$ cat src/hw/rtl/bbsfd_pkg.sv
`default_nettype none
// ----------------------------------------------------------------------------
// bbsfd_pkg: shared types and constants
// Register indexes, result kinds, decoder modes, the configuration record
// and the record that travels from the slicer front end to the frame back end.
// ----------------------------------------------------------------------------
package bbsfd_pkg;

   // configuration port
   localparam int CSR_INDEX_WIDTH = 3;
   localparam int CSR_DATA_WIDTH  = 32;

   typedef enum logic [CSR_INDEX_WIDTH-1:0] {
      CSR_PREFIX_PATTERN  = 3'd0,
      CSR_PREFIX_LENGTH   = 3'd1,
      CSR_BIT_PERIOD      = 3'd2,
      CSR_SLOPE_THRESHOLD = 3'd3,
      CSR_LOCK_THRESHOLD  = 3'd4
   } csr_index_type;

   // field widths
   localparam int PREFIX_WIDTH = 32;
   localparam int PLEN_WIDTH   = 6;
   localparam int SPB_WIDTH    = 16;
   localparam int SLOPE_WIDTH  = 16;
   localparam int LOCK_WIDTH   = 15;
   localparam int KIND_WIDTH   = 2;
   localparam int BYTE_WIDTH   = 8;
   localparam int BIT_IDX_WIDTH = 3;

   // reset values of the registers
   localparam logic [PREFIX_WIDTH-1:0] PREFIX_PATTERN_RESET  = '0;
   localparam logic [PLEN_WIDTH-1:0]   PREFIX_LENGTH_RESET   = 6'd8;
   localparam logic [SPB_WIDTH-1:0]    BIT_PERIOD_RESET      = 16'd16;
   localparam logic [SLOPE_WIDTH-1:0]  SLOPE_THRESHOLD_RESET = 16'd3277;
   localparam logic [LOCK_WIDTH-1:0]   LOCK_THRESHOLD_RESET  = 15'd26214;

   // depth of the queue between front and back
   localparam int QUEUE_DEPTH = 2;

   typedef enum logic [KIND_WIDTH-1:0] {
      KIND_LENGTH = 2'd0,
      KIND_DATA   = 2'd1,
      KIND_ABORT  = 2'd2
   } kind_type;

   typedef enum logic [1:0] {
      MODE_ACQUIRE = 2'd0,
      MODE_HUNT    = 2'd1,
      MODE_SIZE    = 2'd2,
      MODE_COLLECT = 2'd3
   } mode_type;

   typedef struct packed {
      logic [PREFIX_WIDTH-1:0] prefix_pattern;
      logic [PLEN_WIDTH-1:0]   prefix_length;
      logic [SPB_WIDTH-1:0]    bit_period;
      logic [SLOPE_WIDTH-1:0]  slope_threshold;
      logic [LOCK_WIDTH-1:0]   lock_threshold;
   } cfg_type;

   // per-sample summary handed to the back end
   typedef struct packed {
      logic vote;    // majority of the vote window
      logic locked;  // lock level at or above threshold
      logic steep;   // slope magnitude above threshold
   } slice_type;

endpackage : bbsfd_pkg
`default_nettype wire

$ cat src/hw/rtl/bbsfd_if.sv
`default_nettype none
// ----------------------------------------------------------------------------
// bbsfd_if: channel interfaces
// Sample channel and result channel, each with valid/ready and its payload.
// ----------------------------------------------------------------------------
interface bbsfd_req_if
   import bbsfd_pkg::*;
#(
   parameter int SAMPLE_WIDTH = 16
) ();
   logic                           valid;
   logic                           ready;
   logic signed [SAMPLE_WIDTH-1:0] in_phase;
   logic [LOCK_WIDTH-1:0]          lock_level;

   modport source (output valid, output in_phase, output lock_level, input ready);
   modport sink   (input valid, input in_phase, input lock_level, output ready);
endinterface : bbsfd_req_if

interface bbsfd_rsp_if
   import bbsfd_pkg::*;
();
   logic                  valid;
   logic                  ready;
   logic [KIND_WIDTH-1:0] kind;
   logic [BYTE_WIDTH-1:0] value;
   logic                  last;

   modport source (output valid, output kind, output value, output last, input ready);
   modport sink   (input valid, input kind, input value, input last, output ready);
endinterface : bbsfd_rsp_if
`default_nettype wire

$ cat src/hw/rtl/bbsfd_front.sv
`default_nettype none
// ----------------------------------------------------------------------------
// bbsfd_front: sample slicer
// Slices each sample into the history, measures the slope and lock, and
// takes the majority vote in two stages: group counts, then sum and compare.
// ----------------------------------------------------------------------------
module bbsfd_front
   import bbsfd_pkg::*;
#(
   parameter int VOTE_WIDTH   = 32,
   parameter int SAMPLE_WIDTH = 16
) (
   input  wire logic      clock,
   input  wire logic      reset,
   input  wire cfg_type   cfg,
   bbsfd_req_if.sink      req_if,
   output logic           push_valid,
   output slice_type      push_item,
   input  wire logic      push_ready
);

   localparam int WIN_WIDTH   = $clog2(VOTE_WIDTH + 1);
   localparam int GROUPS      = (VOTE_WIDTH + 7) / 8;
   localparam int GROUP_WIDTH = 4;
   localparam int PAD_WIDTH   = GROUPS * 8;
   localparam int DIFF_WIDTH  = SAMPLE_WIDTH + 1;
   localparam int MAG_WIDTH   = (DIFF_WIDTH > SLOPE_WIDTH) ? DIFF_WIDTH : SLOPE_WIDTH;

   logic [VOTE_WIDTH-1:0]   hist_ff, hist_in;
   logic [SAMPLE_WIDTH-1:0] prev_ff, prev_in;
   logic                    s1_valid_ff, s1_valid_in;
   logic [GROUP_WIDTH-1:0]  s1_groups_ff [GROUPS];
   logic [GROUP_WIDTH-1:0]  groups_in    [GROUPS];
   logic                    s1_locked_ff, s1_steep_ff;

   logic                    accept;
   logic                    slice_bit;
   logic [WIN_WIDTH-1:0]    win;
   logic [VOTE_WIDTH-1:0]   win_mask;
   logic [PAD_WIDTH-1:0]    padded;
   logic signed [DIFF_WIDTH-1:0] diff;
   logic [DIFF_WIDTH-1:0]   mag;
   logic                    locked, steep;
   logic [WIN_WIDTH-1:0]    ones;

   assign accept       = req_if.valid && req_if.ready;
   assign req_if.ready = !s1_valid_ff || push_ready;

   // vote window: min(bit_period, VOTE_WIDTH)
   always_comb begin
      if (cfg.bit_period >= SPB_WIDTH'(VOTE_WIDTH)) begin
         win      = WIN_WIDTH'(VOTE_WIDTH);
         win_mask = '1;
      end else begin
         win      = WIN_WIDTH'(cfg.bit_period);
         win_mask = (VOTE_WIDTH'(1) << win) - VOTE_WIDTH'(1);
      end
   end

   // slice, slope and lock of the incoming sample
   always_comb begin
      slice_bit = !req_if.in_phase[SAMPLE_WIDTH-1] && (|req_if.in_phase);
      hist_in   = {hist_ff[VOTE_WIDTH-2:0], slice_bit};
      prev_in   = req_if.in_phase;
      diff      = $signed({req_if.in_phase[SAMPLE_WIDTH-1], req_if.in_phase})
                - $signed({prev_ff[SAMPLE_WIDTH-1], prev_ff});
      mag       = diff[DIFF_WIDTH-1] ? DIFF_WIDTH'(-diff) : DIFF_WIDTH'(diff);
      steep     = MAG_WIDTH'(mag) > MAG_WIDTH'(cfg.slope_threshold);
      locked    = req_if.lock_level >= cfg.lock_threshold;
   end

   // first vote stage: ones per group of eight
   always_comb begin
      padded = PAD_WIDTH'(hist_in & win_mask);
      for (int g = 0; g < GROUPS; g++) begin
         groups_in[g] = '0;
         for (int b = 0; b < 8; b++) begin
            groups_in[g] = groups_in[g] + GROUP_WIDTH'(padded[g*8+b]);
         end
      end
   end

   // second vote stage: sum of groups, strict majority
   always_comb begin
      ones = '0;
      for (int g = 0; g < GROUPS; g++) begin
         ones = ones + WIN_WIDTH'(s1_groups_ff[g]);
      end
      push_item.vote   = {ones, 1'b0} > {1'b0, win};
      push_item.locked = s1_locked_ff;
      push_item.steep  = s1_steep_ff;
      push_valid       = s1_valid_ff;
   end

   always_comb begin
      if (accept) begin
         s1_valid_in = 1'b1;
      end else if (push_ready) begin
         s1_valid_in = 1'b0;
      end else begin
         s1_valid_in = s1_valid_ff;
      end
   end

   // history, previous sample and stage valid
   always_ff @(posedge clock) begin
      if (reset) begin
         hist_ff     <= '0;
         prev_ff     <= '0;
         s1_valid_ff <= 1'b0;
      end else begin
         s1_valid_ff <= s1_valid_in;
         if (accept) begin
            hist_ff <= hist_in;
            prev_ff <= prev_in;
         end
      end
   end

   // stage payload
   always_ff @(posedge clock) begin
      if (accept) begin
         s1_groups_ff <= groups_in;
         s1_locked_ff <= locked;
         s1_steep_ff  <= steep;
      end
   end

endmodule : bbsfd_front
`default_nettype wire

$ cat src/hw/rtl/bbsfd_queue.sv
`default_nettype none
// ----------------------------------------------------------------------------
// bbsfd_queue: slice queue
// Short first-in first-out queue that decouples the slicer from the
// frame sequencer.
// ----------------------------------------------------------------------------
module bbsfd_queue
   import bbsfd_pkg::*;
(
   input  wire logic      clock,
   input  wire logic      reset,
   input  wire logic      push_valid,
   input  wire slice_type push_item,
   output logic           push_ready,
   output logic           pop_valid,
   output slice_type      pop_item,
   input  wire logic      pop_ready
);

   localparam int PTR_WIDTH   = (QUEUE_DEPTH > 1) ? $clog2(QUEUE_DEPTH) : 1;
   localparam int COUNT_WIDTH = $clog2(QUEUE_DEPTH + 1);

   slice_type               entry_ff [QUEUE_DEPTH];
   logic [PTR_WIDTH-1:0]    wr_ptr_ff, wr_ptr_in;
   logic [PTR_WIDTH-1:0]    rd_ptr_ff, rd_ptr_in;
   logic [COUNT_WIDTH-1:0]  count_ff, count_in;
   logic                    push, pop;

   assign push_ready = count_ff != COUNT_WIDTH'(QUEUE_DEPTH);
   assign pop_valid  = count_ff != '0;
   assign pop_item   = entry_ff[rd_ptr_ff];
   assign push       = push_valid && push_ready;
   assign pop        = pop_valid && pop_ready;

   // pointer and fill count
   always_comb begin
      wr_ptr_in = wr_ptr_ff;
      rd_ptr_in = rd_ptr_ff;
      count_in  = count_ff;
      if (push) begin
         wr_ptr_in = (wr_ptr_ff == PTR_WIDTH'(QUEUE_DEPTH - 1)) ? '0 : wr_ptr_ff + 1'b1;
      end
      if (pop) begin
         rd_ptr_in = (rd_ptr_ff == PTR_WIDTH'(QUEUE_DEPTH - 1)) ? '0 : rd_ptr_ff + 1'b1;
      end
      if (push && !pop) begin
         count_in = count_ff + 1'b1;
      end else if (pop && !push) begin
         count_in = count_ff - 1'b1;
      end
   end

   always_ff @(posedge clock) begin
      if (reset) begin
         wr_ptr_ff <= '0;
         rd_ptr_ff <= '0;
         count_ff  <= '0;
      end else begin
         wr_ptr_ff <= wr_ptr_in;
         rd_ptr_ff <= rd_ptr_in;
         count_ff  <= count_in;
      end
   end

   // storage
   always_ff @(posedge clock) begin
      if (push) begin
         entry_ff[wr_ptr_ff] <= push_item;
      end
   end

endmodule : bbsfd_queue
`default_nettype wire

$ cat src/hw/rtl/bbsfd_back.sv
`default_nettype none
// ----------------------------------------------------------------------------
// bbsfd_back: frame sequencer
// Bit timing, differential decoding, prefix hunt, length and data bytes,
// lock-loss abort, and the result output register.
// ----------------------------------------------------------------------------
module bbsfd_back
   import bbsfd_pkg::*;
(
   input  wire logic      clock,
   input  wire logic      reset,
   input  wire cfg_type   cfg,
   input  wire logic      pop_valid,
   input  wire slice_type pop_item,
   output logic           pop_ready,
   bbsfd_rsp_if.source    rsp_if
);

   mode_type                 mode_ff, mode_in;
   logic [SPB_WIDTH-1:0]     cnt_ff, cnt_in;
   logic                     prev_bit_ff, prev_bit_in;
   logic [PREFIX_WIDTH-1:0]  bit_hist_ff, bit_hist_in;
   logic [BIT_IDX_WIDTH-1:0] bit_idx_ff, bit_idx_in;
   logic [BYTE_WIDTH-1:0]    acc_ff, acc_in;
   logic [BYTE_WIDTH-1:0]    left_ff, left_in;
   logic                     rsp_valid_ff, rsp_valid_in;
   kind_type                 kind_ff, kind_in;
   logic [BYTE_WIDTH-1:0]    value_ff, value_in;
   logic                     last_ff, last_in;

   logic                     take, emit;
   logic [SPB_WIDTH-1:0]     cnt_inc;
   logic                     period_done;
   logic                     diff;
   logic [PREFIX_WIDTH-1:0]  bh_next;
   logic [PLEN_WIDTH-1:0]    plen;
   logic [PREFIX_WIDTH-1:0]  pmask;
   logic                     match;
   logic [BYTE_WIDTH-1:0]    acc_next;
   logic [BYTE_WIDTH-1:0]    left_dec;

   assign take      = pop_valid && (!rsp_valid_ff || rsp_if.ready);
   assign pop_ready = !rsp_valid_ff || rsp_if.ready;

   assign rsp_if.valid = rsp_valid_ff;
   assign rsp_if.kind  = kind_ff;
   assign rsp_if.value = value_ff;
   assign rsp_if.last  = last_ff;

   // bit timing, differential bit and prefix compare
   always_comb begin
      cnt_inc     = cnt_ff + 1'b1;
      period_done = !(cnt_inc < cfg.bit_period);
      diff        = pop_item.vote ^ prev_bit_ff;
      bh_next     = {bit_hist_ff[PREFIX_WIDTH-2:0], diff};
      plen        = (cfg.prefix_length > PLEN_WIDTH'(PREFIX_WIDTH)) ?
                    PLEN_WIDTH'(PREFIX_WIDTH) : cfg.prefix_length;
      pmask       = (plen >= PLEN_WIDTH'(PREFIX_WIDTH)) ? '1 :
                    (PREFIX_WIDTH'(1) << plen) - PREFIX_WIDTH'(1);
      match       = ((bh_next ^ cfg.prefix_pattern) & pmask) == '0;
      acc_next    = acc_ff | (BYTE_WIDTH'(diff) << bit_idx_ff);
      left_dec    = left_ff - 1'b1;
   end

   // mode sequencer
   always_comb begin
      mode_in     = mode_ff;
      cnt_in      = cnt_ff;
      prev_bit_in = prev_bit_ff;
      bit_hist_in = bit_hist_ff;
      bit_idx_in  = bit_idx_ff;
      acc_in      = acc_ff;
      left_in     = left_ff;
      emit        = 1'b0;
      kind_in     = KIND_ABORT;
      value_in    = '0;
      last_in     = 1'b0;

      if (take) begin
         if (!pop_item.locked && mode_ff != MODE_ACQUIRE) begin
            // lock lost mid-frame
            mode_in = MODE_ACQUIRE;
            emit    = 1'b1;
            kind_in = KIND_ABORT;
            last_in = 1'b1;
         end else begin
            case (mode_ff)
               MODE_ACQUIRE: begin
                  if (pop_item.locked && pop_item.steep) begin
                     mode_in     = MODE_HUNT;
                     cnt_in      = '0;
                     prev_bit_in = 1'b0;
                     bit_hist_in = '0;
                  end
               end
               MODE_HUNT: begin
                  if (!period_done) begin
                     cnt_in = cnt_inc;
                  end else begin
                     cnt_in      = '0;
                     prev_bit_in = pop_item.vote;
                     bit_hist_in = bh_next;
                     if (match) begin
                        bit_idx_in = '0;
                        acc_in     = '0;
                        mode_in    = MODE_SIZE;
                     end
                  end
               end
               MODE_SIZE, MODE_COLLECT: begin
                  if (!period_done) begin
                     cnt_in = cnt_inc;
                  end else begin
                     cnt_in      = '0;
                     prev_bit_in = pop_item.vote;
                     if (bit_idx_ff != '1) begin
                        bit_idx_in = bit_idx_ff + 1'b1;
                        acc_in     = acc_next;
                     end else begin
                        // byte complete
                        bit_idx_in = '0;
                        acc_in     = '0;
                        emit       = 1'b1;
                        value_in   = acc_next;
                        if (mode_ff == MODE_SIZE) begin
                           kind_in = KIND_LENGTH;
                           left_in = acc_next;
                           last_in = acc_next == '0;
                           mode_in = (acc_next == '0) ? MODE_ACQUIRE : MODE_COLLECT;
                        end else begin
                           kind_in = KIND_DATA;
                           left_in = left_dec;
                           last_in = left_dec == '0;
                           if (left_dec == '0) begin
                              mode_in = MODE_ACQUIRE;
                           end
                        end
                     end
                  end
               end
               default: begin
                  mode_in = MODE_ACQUIRE;
               end
            endcase
         end
      end

      if (emit) begin
         rsp_valid_in = 1'b1;
      end else if (rsp_if.ready) begin
         rsp_valid_in = 1'b0;
      end else begin
         rsp_valid_in = rsp_valid_ff;
      end
   end

   // state registers
   always_ff @(posedge clock) begin
      if (reset) begin
         mode_ff      <= MODE_ACQUIRE;
         cnt_ff       <= '0;
         prev_bit_ff  <= 1'b0;
         bit_hist_ff  <= '0;
         bit_idx_ff   <= '0;
         acc_ff       <= '0;
         left_ff      <= '0;
         rsp_valid_ff <= 1'b0;
      end else begin
         mode_ff      <= mode_in;
         cnt_ff       <= cnt_in;
         prev_bit_ff  <= prev_bit_in;
         bit_hist_ff  <= bit_hist_in;
         bit_idx_ff   <= bit_idx_in;
         acc_ff       <= acc_in;
         left_ff      <= left_in;
         rsp_valid_ff <= rsp_valid_in;
      end
   end

   // result payload
   always_ff @(posedge clock) begin
      if (emit) begin
         kind_ff  <= kind_in;
         value_ff <= value_in;
         last_ff  <= last_in;
      end
   end

endmodule : bbsfd_back
`default_nettype wire

$ cat src/hw/rtl/bpsk_bit_sync_frame_decoder.sv
`default_nettype none
// ----------------------------------------------------------------------------
// bpsk_bit_sync_frame_decoder: DBPSK bit slicer and frame decoder
// Slices demodulated samples, recovers differential bits by majority vote,
// hunts for the sync prefix and returns the length byte and data bytes.
//
// Usage:
//  - req_if carries one sample item per transfer: in_phase (signed) and
//    lock_level. rsp_if returns length bytes, data bytes and abort items;
//    last marks the final item of a frame.
//  - csr_we/csr_index/csr_wdata write the five registers; write them only
//    while the block is idle. Unknown indexes are ignored.
//  - Throughput is one sample per cycle while req_if.ready stays high.
//    A sample loads the slicer/vote group stage on the accepting edge,
//    then passes through the queue, and the sequencer then loads the
//    result register that drives rsp_if.valid.
//  - A two-entry queue sits between slicer and sequencer; the sequencer
//    stops only while the result register is full and rsp_if.ready is low,
//    and req_if.ready drops once the queue and the vote stage are full.
//  - Reset (synchronous) restores register defaults, clears the histories
//    and returns the sequencer to acquisition; there is no clearing pass.
// ----------------------------------------------------------------------------
module bpsk_bit_sync_frame_decoder
   import bbsfd_pkg::*;
#(
   parameter int VOTE_WIDTH   = 32,
   parameter int SAMPLE_WIDTH = 16
) (
   input  wire logic                       clock,
   input  wire logic                       reset,
   bbsfd_req_if.sink                       req_if,
   bbsfd_rsp_if.source                     rsp_if,
   input  wire logic                       csr_we,
   input  wire logic [CSR_INDEX_WIDTH-1:0] csr_index,
   input  wire logic [CSR_DATA_WIDTH-1:0]  csr_wdata
);

   cfg_type   cfg_ff, cfg_in;
   logic      push_valid, push_ready;
   slice_type push_item;
   logic      pop_valid, pop_ready;
   slice_type pop_item;

   // register writes
   always_comb begin
      cfg_in = cfg_ff;
      if (csr_we) begin
         case (csr_index)
            CSR_PREFIX_PATTERN:  cfg_in.prefix_pattern  = csr_wdata[PREFIX_WIDTH-1:0];
            CSR_PREFIX_LENGTH:   cfg_in.prefix_length   = csr_wdata[PLEN_WIDTH-1:0];
            CSR_BIT_PERIOD:      cfg_in.bit_period      = csr_wdata[SPB_WIDTH-1:0];
            CSR_SLOPE_THRESHOLD: cfg_in.slope_threshold = csr_wdata[SLOPE_WIDTH-1:0];
            CSR_LOCK_THRESHOLD:  cfg_in.lock_threshold  = csr_wdata[LOCK_WIDTH-1:0];
            default:             cfg_in = cfg_ff;
         endcase
      end
   end

   always_ff @(posedge clock) begin
      if (reset) begin
         cfg_ff.prefix_pattern  <= PREFIX_PATTERN_RESET;
         cfg_ff.prefix_length   <= PREFIX_LENGTH_RESET;
         cfg_ff.bit_period      <= BIT_PERIOD_RESET;
         cfg_ff.slope_threshold <= SLOPE_THRESHOLD_RESET;
         cfg_ff.lock_threshold  <= LOCK_THRESHOLD_RESET;
      end else begin
         cfg_ff <= cfg_in;
      end
   end

   bbsfd_front #(
      .VOTE_WIDTH   (VOTE_WIDTH),
      .SAMPLE_WIDTH (SAMPLE_WIDTH)
   ) u_front (
      .clock      (clock),
      .reset      (reset),
      .cfg        (cfg_ff),
      .req_if     (req_if),
      .push_valid (push_valid),
      .push_item  (push_item),
      .push_ready (push_ready)
   );

   bbsfd_queue u_queue (
      .clock      (clock),
      .reset      (reset),
      .push_valid (push_valid),
      .push_item  (push_item),
      .push_ready (push_ready),
      .pop_valid  (pop_valid),
      .pop_item   (pop_item),
      .pop_ready  (pop_ready)
   );

   bbsfd_back u_back (
      .clock     (clock),
      .reset     (reset),
      .cfg       (cfg_ff),
      .pop_valid (pop_valid),
      .pop_item  (pop_item),
      .pop_ready (pop_ready),
      .rsp_if    (rsp_if)
   );

endmodule : bpsk_bit_sync_frame_decoder
`default_nettype wire

$ cat src/flat_wrapper.sv
// flat-port wrapper written by rule: the top's interface ports become plain ports
module bpsk_bit_sync_frame_decoder_flat import bbsfd_pkg::*;
#(
   parameter int VOTE_WIDTH   = 32,
   parameter int SAMPLE_WIDTH = 16
)
  (clock, reset, csr_we, csr_index, csr_wdata, req_if_valid, req_if_in_phase, req_if_lock_level, req_if_ready, rsp_if_valid, rsp_if_kind, rsp_if_value, rsp_if_last, rsp_if_ready);
  bbsfd_req_if #(.SAMPLE_WIDTH(SAMPLE_WIDTH)) req_if_i ();
  bbsfd_rsp_if rsp_if_i ();
  input  wire logic clock;
  input  wire logic reset;
  input  wire logic csr_we;
  input  wire logic [CSR_INDEX_WIDTH-1:0] csr_index;
  input  wire logic [CSR_DATA_WIDTH-1:0] csr_wdata;
  input wire logic [$bits(req_if_i.valid)-1:0] req_if_valid;
  input wire logic [$bits(req_if_i.in_phase)-1:0] req_if_in_phase;
  input wire logic [$bits(req_if_i.lock_level)-1:0] req_if_lock_level;
  output wire logic [$bits(req_if_i.ready)-1:0] req_if_ready;
  output wire logic [$bits(rsp_if_i.valid)-1:0] rsp_if_valid;
  output wire logic [$bits(rsp_if_i.kind)-1:0] rsp_if_kind;
  output wire logic [$bits(rsp_if_i.value)-1:0] rsp_if_value;
  output wire logic [$bits(rsp_if_i.last)-1:0] rsp_if_last;
  input wire logic [$bits(rsp_if_i.ready)-1:0] rsp_if_ready;
  assign req_if_i.valid = req_if_valid;
  assign req_if_i.in_phase = req_if_in_phase;
  assign req_if_i.lock_level = req_if_lock_level;
  assign req_if_ready = req_if_i.ready;
  assign rsp_if_valid = rsp_if_i.valid;
  assign rsp_if_kind = rsp_if_i.kind;
  assign rsp_if_value = rsp_if_i.value;
  assign rsp_if_last = rsp_if_i.last;
  assign rsp_if_i.ready = rsp_if_ready;
  bpsk_bit_sync_frame_decoder #(.VOTE_WIDTH(VOTE_WIDTH), .SAMPLE_WIDTH(SAMPLE_WIDTH)) u_core (.clock(clock), .reset(reset), .req_if(req_if_i), .rsp_if(rsp_if_i), .csr_we(csr_we), .csr_index(csr_index), .csr_wdata(csr_wdata));
endmodule
$ cat config.mk
export PLATFORM = sky130hd
export DESIGN_NAME = bpsk_bit_sync_frame_decoder_flat
export DESIGN_NICKNAME = d
export VERILOG_FILES = /design/src/hw/rtl/bbsfd_pkg.sv /design/src/hw/rtl/bbsfd_if.sv /design/src/hw/rtl/bbsfd_front.sv /design/src/hw/rtl/bbsfd_queue.sv /design/src/hw/rtl/bbsfd_back.sv /design/src/hw/rtl/bpsk_bit_sync_frame_decoder.sv /design/src/flat_wrapper.sv
export SDC_FILE = /design/constraint.sdc
export NUM_CORES = 1
export LEC_CHECK = 0
export BUFFER_PORTS_ARGS = -buffer_cell sky130_fd_sc_hd__buf_4
export CORE_MARGIN = 2
export CORE_UTILIZATION = 59
export DETAILED_ROUTE_END_ITERATION = 10
export GPL_TIMING_DRIVEN = 0
export HOLD_SLACK_MARGIN = 0.05
export PLACE_DENSITY_LB_ADDON = 0.12
export SETUP_SLACK_MARGIN = 0.5
export SLEW_MARGIN = 0
export SYNTH_ARGS = -nofsm -noshare
export SYNTH_HDL_FRONTEND = slang
export SYNTH_SLANG_ARGS = --single-unit
$ cat constraint.sdc
create_clock -name clock -period 9.6 [get_ports clock]
set_input_delay 0.48 -clock clock [delete_from_list [all_inputs] [get_ports clock]]
set_output_delay 0.48 -clock clock [all_outputs]
set_load 0.05 [all_outputs]
==> results.cfg <==
[synthesis]
ys_warn_count = 0
syn-instance-count = 1829
yosysUniqueCellTypes = 75
synth_edf_count = 35
yosysMostFrequentCell = nand2_1
yosys.area.top_type_share_pct = 28.4
syn_area_mm2 = 0.0146
yosysTopAreaCell = dfxtp_1
ys_ff_latch = 243
async_reset_ff_share_pct = 0
synthTopCellsByCount = nand2_1 (312), dfxtp_1 (208), a21oi_1 (207), nor2_1 (152), inv_1 (112)
avgSynthCellArea_um2 = 8.00
synth_fp_nets = 2018
yosys-top-cells-area = dfxtp_1 (28%), nand2_1 (8.0%), ha_1 (7.9%), edfxtp_1 (7.2%), a21oi_1 (7.1%)
synth_ff_type = dfxtp_1
ys_seq_area_share_pct = 35.6

[die]
initial_utilization_pct = 60.2
die_y_um = 162
core_mm2 = 0.0243
die_w_um = 162
io_pins = 84
die_area_mm2 = 0.0261
num_rows = 57

[clock_network]
cts.sinks = 243
cts_root_buffer = clkbuf_16
cts_tree = done
ctsHoldBuffers = 0
htree_num_levels = 1
cts_setup_buffers = 0
clkTransAtPathRegs_ns = 0.06
numCtsBuffers = 26
clockBufferDepth = 3
clk_latency_ns = 0.54
cts_resized = 0

[setup_path]
worst_r2r_path_depth = 20
critPathCaptureType = flop
cp-startpoint = u_core.cfg_ff[36]$_SDFFE_PP0P_
worstSetupStartpointType = flop
path_class = reg2reg
crit_arrival_ns = 5.93
reg2reg_to = u_core.u_front.s1_groups_ff[2]$_DFFE_PP_
cp_max_fo = 10
cp.required_ns = 9.88
ff2ff_setup_slack_ns = 3.95
crit_end = u_core.u_front.s1_groups_ff[2]$_DFFE_PP_
timing.rr.start = u_core.cfg_ff[36]$_SDFFE_PP0P_

[worst_hold_path]
hold_path_class = in2reg

[placed_design]
place_ws_ns = 4.03
gp_congestion = 1.00
dp.final_hpwl_um = 30600
io_buffers = 83

[power_and_ir_drop]
leakagePower_nw = 6.61
power_density_mw_per_mm2 = 170
irDropWorstVdd_mv = 0.164
total_power_mw = 2.82

[sta]
whs_ns = 0.192
fin_ws_ns = 3.95
slew_headroom_pct = 45.1
slew_violations = 0
timing.final.crit_share_pct = 58.8
rsz0062_at_grt = false
setup_violations = 0
fin_skew_ns = 0.0177
tightest_slew_ns = 0.817
finalHoldViolCount = 0
fmax_ghz = 0.177
period_minus_slack_ns = 5.65
setup_tns_ns = 0

[route]
routed_wirelength_um = 40700
drt_pass1_iterations = 6
drt-initial-drc-count = 1354
postRouteAntennaNets = 0
drt-wirelength-per-cell_um = 17.8
via_count = 13509
drc = 0
routed_via_density = 5.91

[final_layout]
area_growth_pct = 13.6
nets = 2129
diodes = 0
drive_above_1_share_pct = 7.81

[global_route]
grt_pass1_vias = 13012
grt_pass1_wl_um = 65200
grt_max_degree = 28
antenna_found_initial = 0
grt_usage_pct = 30.8
grt_overflow = 0

[status]
outcome = finished, final reports clean

[job]
cap_viol_max_count = 0
-- routing by layer --
| metal | track usage [%] | up-vias | share of wire, % |
|---|---|---|---|
| met5 | 0 | - | 0 |
| met4 | 13.7 | 0 | 4.5 |
| met3 | 3.90 | 112 | 6.0 |
| met2 | 53.7 | 493 | 48 |
| met1 | 38.2 | 6337 | 41 |
| li1 | - | 6567 | - |
-- how the worst min path moves through the flow --
stage                                            start                                      end  slack, ns  cells past startpoint
2_1_floorplan     u_core.u_front.s1_steep_ff$_DFFE_PP_  u_core.u_queue.entry_ff[0][0]$_DFFE_PP_       0.42                      0
3_3_place_gp   u_core.u_front.prev_ff[15]$_SDFFE_PP0P_  u_core.u_front.prev_ff[15]$_SDFFE_PP0P_       0.44                      2
3_5_place_dp   u_core.u_front.prev_ff[14]$_SDFFE_PP0P_  u_core.u_front.prev_ff[14]$_SDFFE_PP0P_       0.45                      2
4_1_cts                                  csr_wdata[16]           u_core.cfg_ff[69]$_SDFFE_PP0P_       0.18                      3
5_1_grt                                  csr_wdata[22]           u_core.cfg_ff[75]$_SDFFE_PP0P_       0.18                      3
6_report                                 csr_wdata[16]           u_core.cfg_ff[69]$_SDFFE_PP0P_       0.19                      3
-- cell usage in the layout (no fill, tap or decap), drive strengths merged, types with 11 or more instances in the layout --
cell / instances
buf: 95
nor4: 22
o21ai: 83
a21oi: 207
nor2: 152
a31oi: 16
nand2: 312
a22oi: 35
nor3: 20
inv: 114
and3: 16
ha: 93
edfxtp: 35
dfxtp: 208
xor2: 37
a21boi: 11
fa: 25
nand2b: 16
a21o: 20
o21a: 18
nand3b: 30
xnor2: 49
nand4: 14
nand3: 32
clkbuf: 126
nor2b: 24
-- power by group --
| group | leakage (nW) | internal [mW] | switching (mW) | total (mW) |
|---|---|---|---|---|
| combinational | 4.10 | 0.228 | 0.386 | 0.614 |
| clock | 0.475 | 0.676 | 0.424 | 1.10 |
| sequential | 2.03 | 1.08 | 0.0275 | 1.10 |
| total | 6.61 | 1.98 | 0.838 | 2.82 |
-- registers in the layout, summed over array words and instances (netlist names), 3 cells and up, named ones only --
name / count
u_core.cfg_ff: 85
u_core.u_back.acc_ff: 8
u_core.u_back.bit_hist_ff: 31
u_core.u_back.bit_idx_ff: 3
u_core.u_back.cnt_ff: 16
u_core.u_back.left_ff: 8
u_core.u_back.rsp_if.value: 8
u_core.u_front.hist_ff: 31
u_core.u_front.prev_ff: 16
u_core.u_front.s1_groups_ff: 16
u_core.u_queue.entry_ff: 6
-- cell type report --
cell class                      count  area, µm²
Multi-Input combinational cell   1367       8580
Fill cell                        2063       7690
Sequential cell                   243       5220
Clock buffer                       33        769
Timing Repair Buffer               83        623
Inverter                          114        428
Buffer                            105        415
Tap cell                          324        405
Clock inverter                     15        193
-- logic make-up after synthesis --
logic type / Yosys count / synth area share, %
XOR/XNOR: 86 / 5.14
adder cells (fa/ha/maj): 118 / 11.4
AND/OR/NAND/NOR: 671 / 21.0
multiplexers: 11 / 0.761
buffers and inverters: 219 / 5.75
flip-flops: 243 / 35.6
AO/OA/AOI/OAI: 481 / 20.4
-- worst max-delay path: stages, from the launching register on --
cell and delay [ns]:
dfxtp_1 0.30, clkbuf_1 0.20, inv_1 0.23, nand2_1 0.10, nor3_1 0.41, nand2_1 0.19, ha_1 0.24, clkbuf_1 0.21
o21ai_1 0.45, nor2_1 0.08, a21oi_1 0.14, nor2_1 0.05, o31a_1 0.30, fa_1 0.55, inv_1 0.06, fa_1 0.53
inv_1 0.06, fa_1 0.53, ha_1 0.26, fa_1 0.38, xor2_1 0.15
-- stage by stage --
step	instance area, µm²	utilization [%]	std cells
3_5_place_dp	15700	64.4	2236
4_1_cts	16600	68.4	2284
2_1_floorplan	14600	-	1829
6_report	16600	68.4	2284
3_3_place_gp	15700	64.4	2236
5_1_grt	16600	68.4	2284
No activity file was read; power rests on OpenSTA's default activity.
